===== src/rtl/core/spsu_pkg.sv =====
`timescale 1ns / 1ps

package spsu_pkg;

    localparam int unsigned BYTE_W  = 8;
    localparam int unsigned CELL_N  = 8;
    localparam int unsigned WIN_W   = (CELL_N + 1) * BYTE_W;

    localparam logic [BYTE_W-1:0] CH_UPPER_A = 8'h41;
    localparam logic [BYTE_W-1:0] CH_UPPER_Z = 8'h5A;
    localparam logic [BYTE_W-1:0] CASE_DELTA = 8'h20;

    typedef struct packed {
        logic [BYTE_W-1:0] text_byte;
        logic              is_last;
    } spsu_in_t;

    typedef struct packed {
        logic hit_secret;
        logic hit_eval;
        logic hit_exec;
        logic hit_shell_true;
        logic hit_sql_concat;
        logic hit_innerhtml;
    } spsu_out_t;

    function automatic logic [BYTE_W-1:0] to_lower(input logic [BYTE_W-1:0] b);
        logic [BYTE_W-1:0] r;
        r = b;
        if (b >= CH_UPPER_A && b <= CH_UPPER_Z) begin
            r = b + CASE_DELTA;
        end
        return r;
    endfunction

endpackage


===== src/rtl/core/spsu_cell.sv =====
`timescale 1ns / 1ps

module spsu_cell (
    input  logic                       aclk,
    input  logic                       aresetn,
    input  logic                       shift,
    input  logic                       clear,
    input  logic [spsu_pkg::BYTE_W-1:0] d_in,
    output logic [spsu_pkg::BYTE_W-1:0] d_out
);
    import spsu_pkg::*;

    logic [BYTE_W-1:0] byte_reg;
    logic [BYTE_W-1:0] byte_next;

    always_comb begin
        byte_next = byte_reg;
        if (clear) begin
            byte_next = '0;
        end else if (shift) begin
            byte_next = d_in;
        end
    end

    always_ff @(posedge aclk) begin
        if (!aresetn) begin
            byte_reg <= '0;
        end else begin
            byte_reg <= byte_next;
        end
    end

    assign d_out = byte_reg;

endmodule


===== src/rtl/core/spsu_detect.sv =====
`timescale 1ns / 1ps

module spsu_detect (
    input  logic                        aclk,
    input  logic                        aresetn,
    input  logic                        en,
    input  logic                        last,
    input  logic [spsu_pkg::BYTE_W-1:0] raw_byte,
    input  logic [spsu_pkg::WIN_W-1:0]  win,
    output spsu_pkg::spsu_out_t         flags_next
);
    import spsu_pkg::*;

    localparam logic [63:0] KW_PASSWORD  = "password";
    localparam logic [47:0] KW_PASSWD    = "passwd";
    localparam logic [47:0] KW_SECRET    = "secret";
    localparam logic [55:0] KW_API_KEY   = "api_key";
    localparam logic [47:0] KW_APIKEY    = "apikey";
    localparam logic [31:0] KW_EVAL      = "eval";
    localparam logic [31:0] KW_EXEC      = "exec";
    localparam logic [39:0] KW_SHELL     = "shell";
    localparam logic [47:0] KW_SELECT    = "select";
    localparam logic [31:0] KW_FROM      = "from";
    localparam logic [71:0] KW_INNERHTML = "innerhtml";

    localparam logic [BYTE_W-1:0] CH_DQUOTE = 8'h22;
    localparam logic [BYTE_W-1:0] CH_SQUOTE = 8'h27;
    localparam logic [BYTE_W-1:0] CH_EQUALS = 8'h3D;
    localparam logic [BYTE_W-1:0] CH_LPAREN = 8'h28;
    localparam logic [BYTE_W-1:0] CH_PLUS   = 8'h2B;
    localparam logic [BYTE_W-1:0] CH_SPACE  = 8'h20;
    localparam logic [BYTE_W-1:0] CH_TAB    = 8'h09;
    localparam logic [BYTE_W-1:0] CH_CR     = 8'h0D;
    localparam logic [BYTE_W-1:0] CH_LOW_T  = 8'h74;
    localparam logic [BYTE_W-1:0] CH_LOW_R  = 8'h72;
    localparam logic [BYTE_W-1:0] CH_LOW_U  = 8'h75;
    localparam logic [BYTE_W-1:0] CH_LOW_E  = 8'h65;
    localparam logic [BYTE_W-1:0] CH_LOW_A  = 8'h61;
    localparam logic [BYTE_W-1:0] CH_LOW_Z  = 8'h7A;
    localparam logic [BYTE_W-1:0] CH_DIG_0  = 8'h30;
    localparam logic [BYTE_W-1:0] CH_DIG_9  = 8'h39;
    localparam logic [BYTE_W-1:0] CH_LF     = 8'h0A;
    localparam logic [BYTE_W-1:0] CH_FF     = 8'h0C;

    typedef enum logic [2:0] {
        Q_NONE = 3'b001,
        Q_OPEN = 3'b010,
        Q_FULL = 3'b100
    } quote_state_t;

    typedef enum logic [2:0] {
        SEC_IDLE = 3'b001,
        SEC_KEY  = 3'b010,
        SEC_EQ   = 3'b100
    } sec_state_t;

    typedef enum logic [6:0] {
        SH_IDLE = 7'b0000001,
        SH_KEY  = 7'b0000010,
        SH_EQ   = 7'b0000100,
        SH_T    = 7'b0001000,
        SH_TR   = 7'b0010000,
        SH_TRU  = 7'b0100000,
        SH_TRUE = 7'b1000000
    } shell_state_t;

    typedef enum logic [3:0] {
        SQL_IDLE = 4'b0001,
        SQL_SEL  = 4'b0010,
        SQL_PLUS = 4'b0100,
        SQL_DONE = 4'b1000
    } sql_state_t;

    quote_state_t dq_reg, dq_next;
    quote_state_t sq_reg, sq_next;
    sec_state_t   sec_reg, sec_next;
    shell_state_t sh_reg, sh_next;
    sql_state_t   sql_reg, sql_next;
    logic         eval_wait_reg, eval_wait_next;
    logic         exec_wait_reg, exec_wait_next;
    logic         html_wait_reg, html_wait_next;
    spsu_out_t    hit_reg, hit_next;

    logic [BYTE_W-1:0] lc;
    logic ws;
    logic alnum;
    logic kw_secret, kw_eval, kw_exec, kw_shell, kw_select, kw_from, kw_html;

    assign lc    = win[BYTE_W-1:0];
    assign ws    = (raw_byte == CH_SPACE) || (raw_byte == CH_TAB) || (raw_byte == CH_CR) ||
                   (raw_byte >= CH_LF && raw_byte <= CH_FF);
    assign alnum = (lc >= CH_DIG_0 && lc <= CH_DIG_9) || (lc >= CH_LOW_A && lc <= CH_LOW_Z);

    assign kw_secret = (win[63:0] == KW_PASSWORD) || (win[47:0] == KW_PASSWD) ||
                       (win[47:0] == KW_SECRET) || (win[55:0] == KW_API_KEY) ||
                       (win[47:0] == KW_APIKEY);
    assign kw_eval   = (win[31:0] == KW_EVAL);
    assign kw_exec   = (win[31:0] == KW_EXEC);
    assign kw_shell  = (win[39:0] == KW_SHELL);
    assign kw_select = (win[47:0] == KW_SELECT);
    assign kw_from   = (win[31:0] == KW_FROM);
    assign kw_html   = (win[71:0] == KW_INNERHTML);

    always_comb begin
        hit_next       = hit_reg;
        dq_next        = dq_reg;
        sq_next        = sq_reg;
        sec_next       = sec_reg;
        sh_next        = sh_reg;
        sql_next       = sql_reg;
        eval_wait_next = eval_wait_reg;
        exec_wait_next = exec_wait_reg;
        html_wait_next = html_wait_reg;

        // a quote first closes any pending opening of its own kind
        if (raw_byte == CH_DQUOTE) begin
            if (dq_reg == Q_FULL) hit_next.hit_secret = 1'b1;
            dq_next = Q_NONE;
        end else if (dq_reg == Q_OPEN) begin
            dq_next = Q_FULL;
        end
        if (raw_byte == CH_SQUOTE) begin
            if (sq_reg == Q_FULL) hit_next.hit_secret = 1'b1;
            sq_next = Q_NONE;
        end else if (sq_reg == Q_OPEN) begin
            sq_next = Q_FULL;
        end

        if (kw_secret) begin
            sec_next = SEC_KEY;
        end else begin
            case (sec_reg)
                SEC_KEY: begin
                    if (ws) sec_next = SEC_KEY;
                    else if (raw_byte == CH_EQUALS) sec_next = SEC_EQ;
                    else sec_next = SEC_IDLE;
                end
                SEC_EQ: begin
                    if (!ws) begin
                        if (raw_byte == CH_DQUOTE) dq_next = Q_OPEN;
                        else if (raw_byte == CH_SQUOTE) sq_next = Q_OPEN;
                        sec_next = SEC_IDLE;
                    end
                end
                default: sec_next = SEC_IDLE;
            endcase
        end

        if (kw_eval) begin
            eval_wait_next = 1'b1;
        end else if (eval_wait_reg && !ws) begin
            if (raw_byte == CH_LPAREN) hit_next.hit_eval = 1'b1;
            eval_wait_next = 1'b0;
        end
        if (kw_exec) begin
            exec_wait_next = 1'b1;
        end else if (exec_wait_reg && !ws) begin
            if (raw_byte == CH_LPAREN) hit_next.hit_exec = 1'b1;
            exec_wait_next = 1'b0;
        end
        if (kw_html) begin
            html_wait_next = 1'b1;
        end else if (html_wait_reg && !ws) begin
            if (raw_byte == CH_EQUALS) hit_next.hit_innerhtml = 1'b1;
            html_wait_next = 1'b0;
        end

        if (kw_shell) begin
            sh_next = SH_KEY;
        end else begin
            case (sh_reg)
                SH_KEY: begin
                    if (ws) sh_next = SH_KEY;
                    else if (raw_byte == CH_EQUALS) sh_next = SH_EQ;
                    else sh_next = SH_IDLE;
                end
                SH_EQ: begin
                    if (ws) sh_next = SH_EQ;
                    else if (lc == CH_LOW_T) sh_next = SH_T;
                    else sh_next = SH_IDLE;
                end
                SH_T:    sh_next = (lc == CH_LOW_R) ? SH_TR : SH_IDLE;
                SH_TR:   sh_next = (lc == CH_LOW_U) ? SH_TRU : SH_IDLE;
                SH_TRU:  sh_next = (lc == CH_LOW_E) ? SH_TRUE : SH_IDLE;
                SH_TRUE: begin
                    if (!alnum) hit_next.hit_shell_true = 1'b1;
                    sh_next = SH_IDLE;
                end
                default: sh_next = SH_IDLE;
            endcase
        end
        if (last && sh_next == SH_TRUE) hit_next.hit_shell_true = 1'b1;

        case (sql_reg)
            SQL_IDLE: if (kw_select) sql_next = SQL_SEL;
            SQL_SEL:  if (raw_byte == CH_PLUS) sql_next = SQL_PLUS;
            SQL_PLUS: begin
                if (kw_from) begin
                    hit_next.hit_sql_concat = 1'b1;
                    sql_next = SQL_DONE;
                end
            end
            SQL_DONE: sql_next = SQL_DONE;
            default:  sql_next = SQL_IDLE;
        endcase
    end

    always_ff @(posedge aclk) begin
        if (!aresetn || (en && last)) begin
            dq_reg        <= Q_NONE;
            sq_reg        <= Q_NONE;
            sec_reg       <= SEC_IDLE;
            sh_reg        <= SH_IDLE;
            sql_reg       <= SQL_IDLE;
            eval_wait_reg <= 1'b0;
            exec_wait_reg <= 1'b0;
            html_wait_reg <= 1'b0;
            hit_reg       <= '0;
        end else if (en) begin
            dq_reg        <= dq_next;
            sq_reg        <= sq_next;
            sec_reg       <= sec_next;
            sh_reg        <= sh_next;
            sql_reg       <= sql_next;
            eval_wait_reg <= eval_wait_next;
            exec_wait_reg <= exec_wait_next;
            html_wait_reg <= html_wait_next;
            hit_reg       <= hit_next;
        end
    end

    assign flags_next = hit_next;

endmodule


===== src/rtl/core/security_pattern_scanner_unit.sv =====
`timescale 1ns / 1ps

// Streaming scanner for six insecure source code patterns.
// Input channel s_*: one text byte per transaction, is_last marks the final
// byte of a text. Result channel m_*: one transaction per text, carrying six
// sticky hit flags, issued after the byte marked last.
// The byte window is a row of eight byte cells shifting once per accepted
// byte; keyword compares and detector phases settle in that same cycle.
// Throughput: one byte per cycle while s_ready is high. The result of a text is
// registered into the output register, or into the skid register if that is held.
// Results go through an output register backed by one skid register, so
// bytes keep flowing while a result waits. s_ready drops only when both
// hold a result that the receiver has not taken.
// Reset (aresetn low, synchronous) clears the window, all detector phases,
// the flags and the valid bits of both result registers. Each last byte also
// returns the window and the detector to their reset state for the next text.

module security_pattern_scanner_unit (
    input  logic                aclk,
    input  logic                aresetn,
    input  logic                s_valid,
    output logic                s_ready,
    input  spsu_pkg::spsu_in_t  s_payload,
    output logic                m_valid,
    input  logic                m_ready,
    output spsu_pkg::spsu_out_t m_payload
);
    import spsu_pkg::*;

    logic              s_fire;
    logic              res_fire;
    logic [BYTE_W-1:0] lc;
    logic [BYTE_W-1:0] cell_q [CELL_N];
    logic [WIN_W-1:0]  win;
    spsu_out_t         flags_next;

    logic      out_valid_reg, out_valid_next;
    spsu_out_t out_data_reg, out_data_next;
    logic      skid_valid_reg, skid_valid_next;
    spsu_out_t skid_data_reg, skid_data_next;

    assign s_ready  = !skid_valid_reg;
    assign s_fire   = s_valid && s_ready;
    assign res_fire = s_fire && s_payload.is_last;
    assign lc       = to_lower(s_payload.text_byte);

    genvar k;
    generate
        for (k = 0; k < CELL_N; k++) begin : g_cell
            logic [BYTE_W-1:0] d_in;
            if (k == CELL_N - 1) begin : g_head
                assign d_in = lc;
            end else begin : g_body
                assign d_in = cell_q[k+1];
            end
            spsu_cell u_cell (
                .aclk    (aclk),
                .aresetn (aresetn),
                .shift   (s_fire),
                .clear   (res_fire),
                .d_in    (d_in),
                .d_out   (cell_q[k])
            );
            assign win[WIN_W-1-k*BYTE_W -: BYTE_W] = cell_q[k];
        end
    endgenerate
    assign win[BYTE_W-1:0] = lc;

    spsu_detect u_detect (
        .aclk       (aclk),
        .aresetn    (aresetn),
        .en         (s_fire),
        .last       (s_payload.is_last),
        .raw_byte   (s_payload.text_byte),
        .win        (win),
        .flags_next (flags_next)
    );

    always_comb begin
        out_valid_next  = out_valid_reg;
        out_data_next   = out_data_reg;
        skid_valid_next = skid_valid_reg;
        skid_data_next  = skid_data_reg;
        if (skid_valid_reg) begin
            if (m_ready) begin
                out_data_next   = skid_data_reg;
                skid_valid_next = 1'b0;
            end
        end else if (res_fire) begin
            if (!out_valid_reg || m_ready) begin
                out_valid_next = 1'b1;
                out_data_next  = flags_next;
            end else begin
                skid_valid_next = 1'b1;
                skid_data_next  = flags_next;
            end
        end else if (m_ready) begin
            out_valid_next = 1'b0;
        end
    end

    always_ff @(posedge aclk) begin
        if (!aresetn) begin
            out_valid_reg  <= 1'b0;
            skid_valid_reg <= 1'b0;
        end else begin
            out_valid_reg  <= out_valid_next;
            skid_valid_reg <= skid_valid_next;
        end
        out_data_reg  <= out_data_next;
        skid_data_reg <= skid_data_next;
    end

    assign m_valid   = out_valid_reg;
    assign m_payload = out_data_reg;

    a_skid_behind_out: assert property (@(posedge aclk) disable iff (!aresetn)
        skid_valid_reg |-> out_valid_reg)
        else $error("skid register holds a result while output register is empty");

    a_last_gives_result: assert property (@(posedge aclk) disable iff (!aresetn)
        res_fire |=> out_valid_reg)
        else $error("last byte accepted but no result presented");

    a_window_cleared: assert property (@(posedge aclk) disable iff (!aresetn)
        res_fire |=> (win[WIN_W-1:BYTE_W] == '0))
        else $error("byte window not cleared after end of text");

endmodule

===== config.mk =====
export PLATFORM = sky130hd
export DESIGN_NAME = security_pattern_scanner_unit
export DESIGN_NICKNAME = d
export VERILOG_FILES = /design/src/rtl/core/spsu_pkg.sv /design/src/rtl/core/spsu_cell.sv /design/src/rtl/core/spsu_detect.sv /design/src/rtl/core/security_pattern_scanner_unit.sv
export SDC_FILE = /design/constraint.sdc
export NUM_CORES = 1
export LEC_CHECK = 0
export ABC_AREA = 1
export BUFFER_PORTS_ARGS = -buffer_cell sky130_fd_sc_hd__buf_4
export CORE_ASPECT_RATIO = 0.6
export CORE_MARGIN = 2
export CORE_UTILIZATION = 25
export CTS_BUF_LIST = sky130_fd_sc_hd__clkbuf_4
export CTS_CLUSTER_SIZE = 25
export DETAILED_ROUTE_END_ITERATION = 10
export PLACE_DENSITY = 0.4
export SYNTH_ARGS = -nofsm -noshare
export SYNTH_HDL_FRONTEND = slang
export SYNTH_SLANG_ARGS = --single-unit

===== constraint.sdc =====
create_clock -name aclk -period 2.3 [get_ports aclk]
set_clock_uncertainty 0.05 [all_clocks]
set_input_delay 0.115 -clock aclk [delete_from_list [all_inputs] [get_ports aclk]]
set_output_delay 0.115 -clock aclk [all_outputs]
set_load 0.02 [all_outputs]

==> impl_metrics.tcl <==
set metrics [dict create \
    final_nets 845 \
    rsz0062_at_grt "no" \
    p_leak_uw 0.002188 \
    fmax_mhz 471.3 \
    grt-ovfl-total 0 \
    power_density_nw_per_um2 563.1 \
    portBuffers 20 \
    via_per_inst 4.605 \
    grt_pass1_vias 4411 \
    arrival_ns 2.34 \
    synth_area_um2 5320 \
    placed_area_um2 5886 \
    grt_start_max_net_pins 81 \
    min_period_over_period_pct 92.25 \
    synth_nets 809 \
    p_int_uw 2353 \
    ir_drop_uv 206.1 \
    crit_fanout 5 \
    final-setup-viol-count 0 \
    crit_chain "dlygate4sd3_1 > buf_4 > nor2_1 > nand2_1 > nand3b_1 > nand2_1 > nand3_1 > nand2_2 > nor2_4 > nand2_2 > inv_2 > nand2_1 > nand2_1 > nand2_1 > nand2_1 > nand3_2 > nand2_1 > nand2_1" \
    cts_num_sinks 107 \
    start_kind "primary input" \
    path_class "primary input to flip-flop" \
    path_delay_family "simple AND/OR/NAND/NOR gates" \
    cp-end-kind "flip-flop" \
    worst_pin_slew_ns 0.6168 \
    p_seq_share_pct 57.4 \
    drive_gt1_share_pct 10.54 \
    period_minus_slack_ns 2.122 \
    place_ws_ns 0.1582 \
    dr.pass1.iters 5 \
    tns_ns 0 \
    ys_types 35 \
    wl_per_cell_um 14.62 \
    hold_class "primary input to flip-flop" \
    switchingPower_uw 1106 \
    vias 5130 \
    path_clk_slew_ns 0.19 \
    largest_reg_flops 64 \
    drt_iter0_markers 458 \
    initial_core_util_pct 25.42 \
    synth_cells 794 \
    h-tree-depth 3 \
    worstPathRequired_ns 2.52 \
    syn_avg_cell_area_um2 6.700 \
    ys_warn_count 0 \
    ys_ff_latch 107 \
    ys_seq_area_share_pct 42.52 \
    drv_cap 0 \
    area_growth_syn_to_layout_pct 15.48 \
    finalHoldViolations 0 \
    slew_violations 0 \
    drt_wl_total_um 16290 \
    die_y_um 117.0 \
    place.detailed.hpwl_um 12010 \
    power.share.switching_pct 31.96 \
    design.die.area_um2 22500 \
    grt.total_usage_pct 14.97 \
    max-slew-margin-rel_pct 58.44 \
    p_comb_share_pct 15.1 \
    cp_slowest_cell "dlygate4sd3_1" \
    cts_buffers 9 \
    grt_pass1_wl_um 25750 \
    clock_latency_ns 0.49 \
    die_x_um 192.3 \
    core_um2 20930 \
    cts_tree "yes" \
    antenna_found_initial 0 \
    critical_path_buf_inv_count 3 \
    crit_path_max_incr_delay_ns 0.55 \
    n_antenna_cell 0 \
    io_pins 21 \
    cp_common_cell "nand2_1" \
    clockPowerShare_pct 27.5 \
    cts_root_buf "clkbuf_4" \
    final_area_um2 6143 \
    fin_ws_ns 0.1783 \
    rows 41 \
    status "finished, final reports clean" \
    power_uw 3459 \
    route.detailed.drc 0 \
    gp_congestion 0.8827 \
    ant_nets 0 \
    clk_path_buf_depth 2 \
]
-- per-stage QoR --
stage          cells  hold WS (ns)  utilization [%]
2_1_floorplan    794        0.1966                -
3_3_place_gp    1086        0.3546            28.12
3_5_place_dp    1086        0.3533            28.12
4_1_cts         1114       0.06301            29.30
5_1_grt         1114        0.1130            29.35
6_report        1114       0.08666            29.35
-- synthesized netlist by cell type, drive strengths merged --
master	instances	area, um^2
nor4	11	68.82
o2111ai	2	17.52
clkbuf	26	97.59
a31oi	1	6.260
edfxtp	12	360.4
nor3	25	125.1
clkinv	1	5.000
o31ai	1	7.510
or2	1	6.260
o21ai	29	148.9
nand3	42	220.2
inv	103	386.6
nand4	18	112.6
nor3b	1	7.510
dfxtp	95	1902
a211oi	6	45.04
nor2	95	381.6
buf	1	3.750
nand3b	4	30.03
o22ai	2	12.51
nand2	224	865.8
ha	2	25.02
a21oi	89	460.5
nor4b	1	8.760
o211ai	2	15.01
-- per-layer routing --
| layer | up-vias | global-route usage [%] | routed length (um) |
|---|---|---|---|
| met5 | - | 0 | 0 |
| met4 | 0 | 2.748 | 110 |
| met3 | 11 | 2.683 | 890 |
| met2 | 131 | 17.00 | 5373 |
| met1 | 2339 | 26.62 | 9914 |
| li1 | 2649 | - | - |
-- timing repair --
item                                    CTS  global route
setup buffers                             0             0
hold buffers                             12             0
endpoints found under the setup margin    0             3
gates resized for setup                   0             3
endpoints found under the hold margin    12             0
-- tightest hold or removal path: stages --
cell,delay (ns)
buf_4,0.10
inv_1,0.05
nand2_2,0.10
inv_1,0.06
nand2_1,0.05
o211ai_1,0.07
inv_1,0.05
-- path summary, 6_finish.rpt --
path / from / slack (ns) / depth (start not counted) / to
setup / recovery: s_payload[1] / 0.18 / 18 / m_payload[2]$_DFFE_PP_
hold / removal: s_payload[8] / 0.09 / 7 / g_cell[7].u_cell.d_out[7]$_SDFFE_PP0P_
setup reg to reg: g_cell[4].u_cell.d_out[6]$_SDFFE_PP0P_ / 0.19 / 12 / m_payload[2]$_DFFE_PP_
hold reg to reg: u_detect.hit_reg[0]$_SDFFE_PP0P_ / 0.42 / 2 / u_detect.hit_reg[0]$_SDFFE_PP0P_
-- power by group through the flow --
stage	Clock (uW)	Combinational (uW)	Sequential, uW
after global routing	1060	590	2000
after global placement	0	517	2020
final	952	522	1990
after floorplan	0	362	2020
after detailed placement	0	508	2020
after CTS	1000	525	1990
-- cells in the final DEF, fill, tap and decap left out, drive strengths merged --
cell / instances
a211oi: 6
a21oi: 89
a31oi: 1
buf: 40
clkbuf: 9
clkinv: 4
clkinvlp: 1
dfxtp: 95
dlygate4sd3: 12
edfxtp: 12
ha: 2
inv: 106
nand2: 224
nand3: 42
nand3b: 4
nand4: 18
nor2: 95
nor3: 25
nor3b: 1
nor4: 11
nor4b: 1
o2111ai: 2
o211ai: 2
o21ai: 29
o22ai: 2
o31ai: 1
or2: 1
-- kinds of logic after synthesis --
kind of cell / synth area share [%]
AOI/OAI and AO/OA: 13.41
adders and majority gates: 0.4703
buffers and inverters: 9.266
DFF: 42.52
and+or+nand+nor: 34.34
-- cell type report --
cell class | instances | area, um^2
tap | 279 | 349.1
inverter | 104 | 391.6
clock buffer | 9 | 67.56
timing repair buffer | 52 | 432.9
fill | 2339 | 14790
multi-input combinational | 556 | 2580
clock inverter | 7 | 60.06
sequential | 107 | 2262
Power figures use the tool's default switching activity.
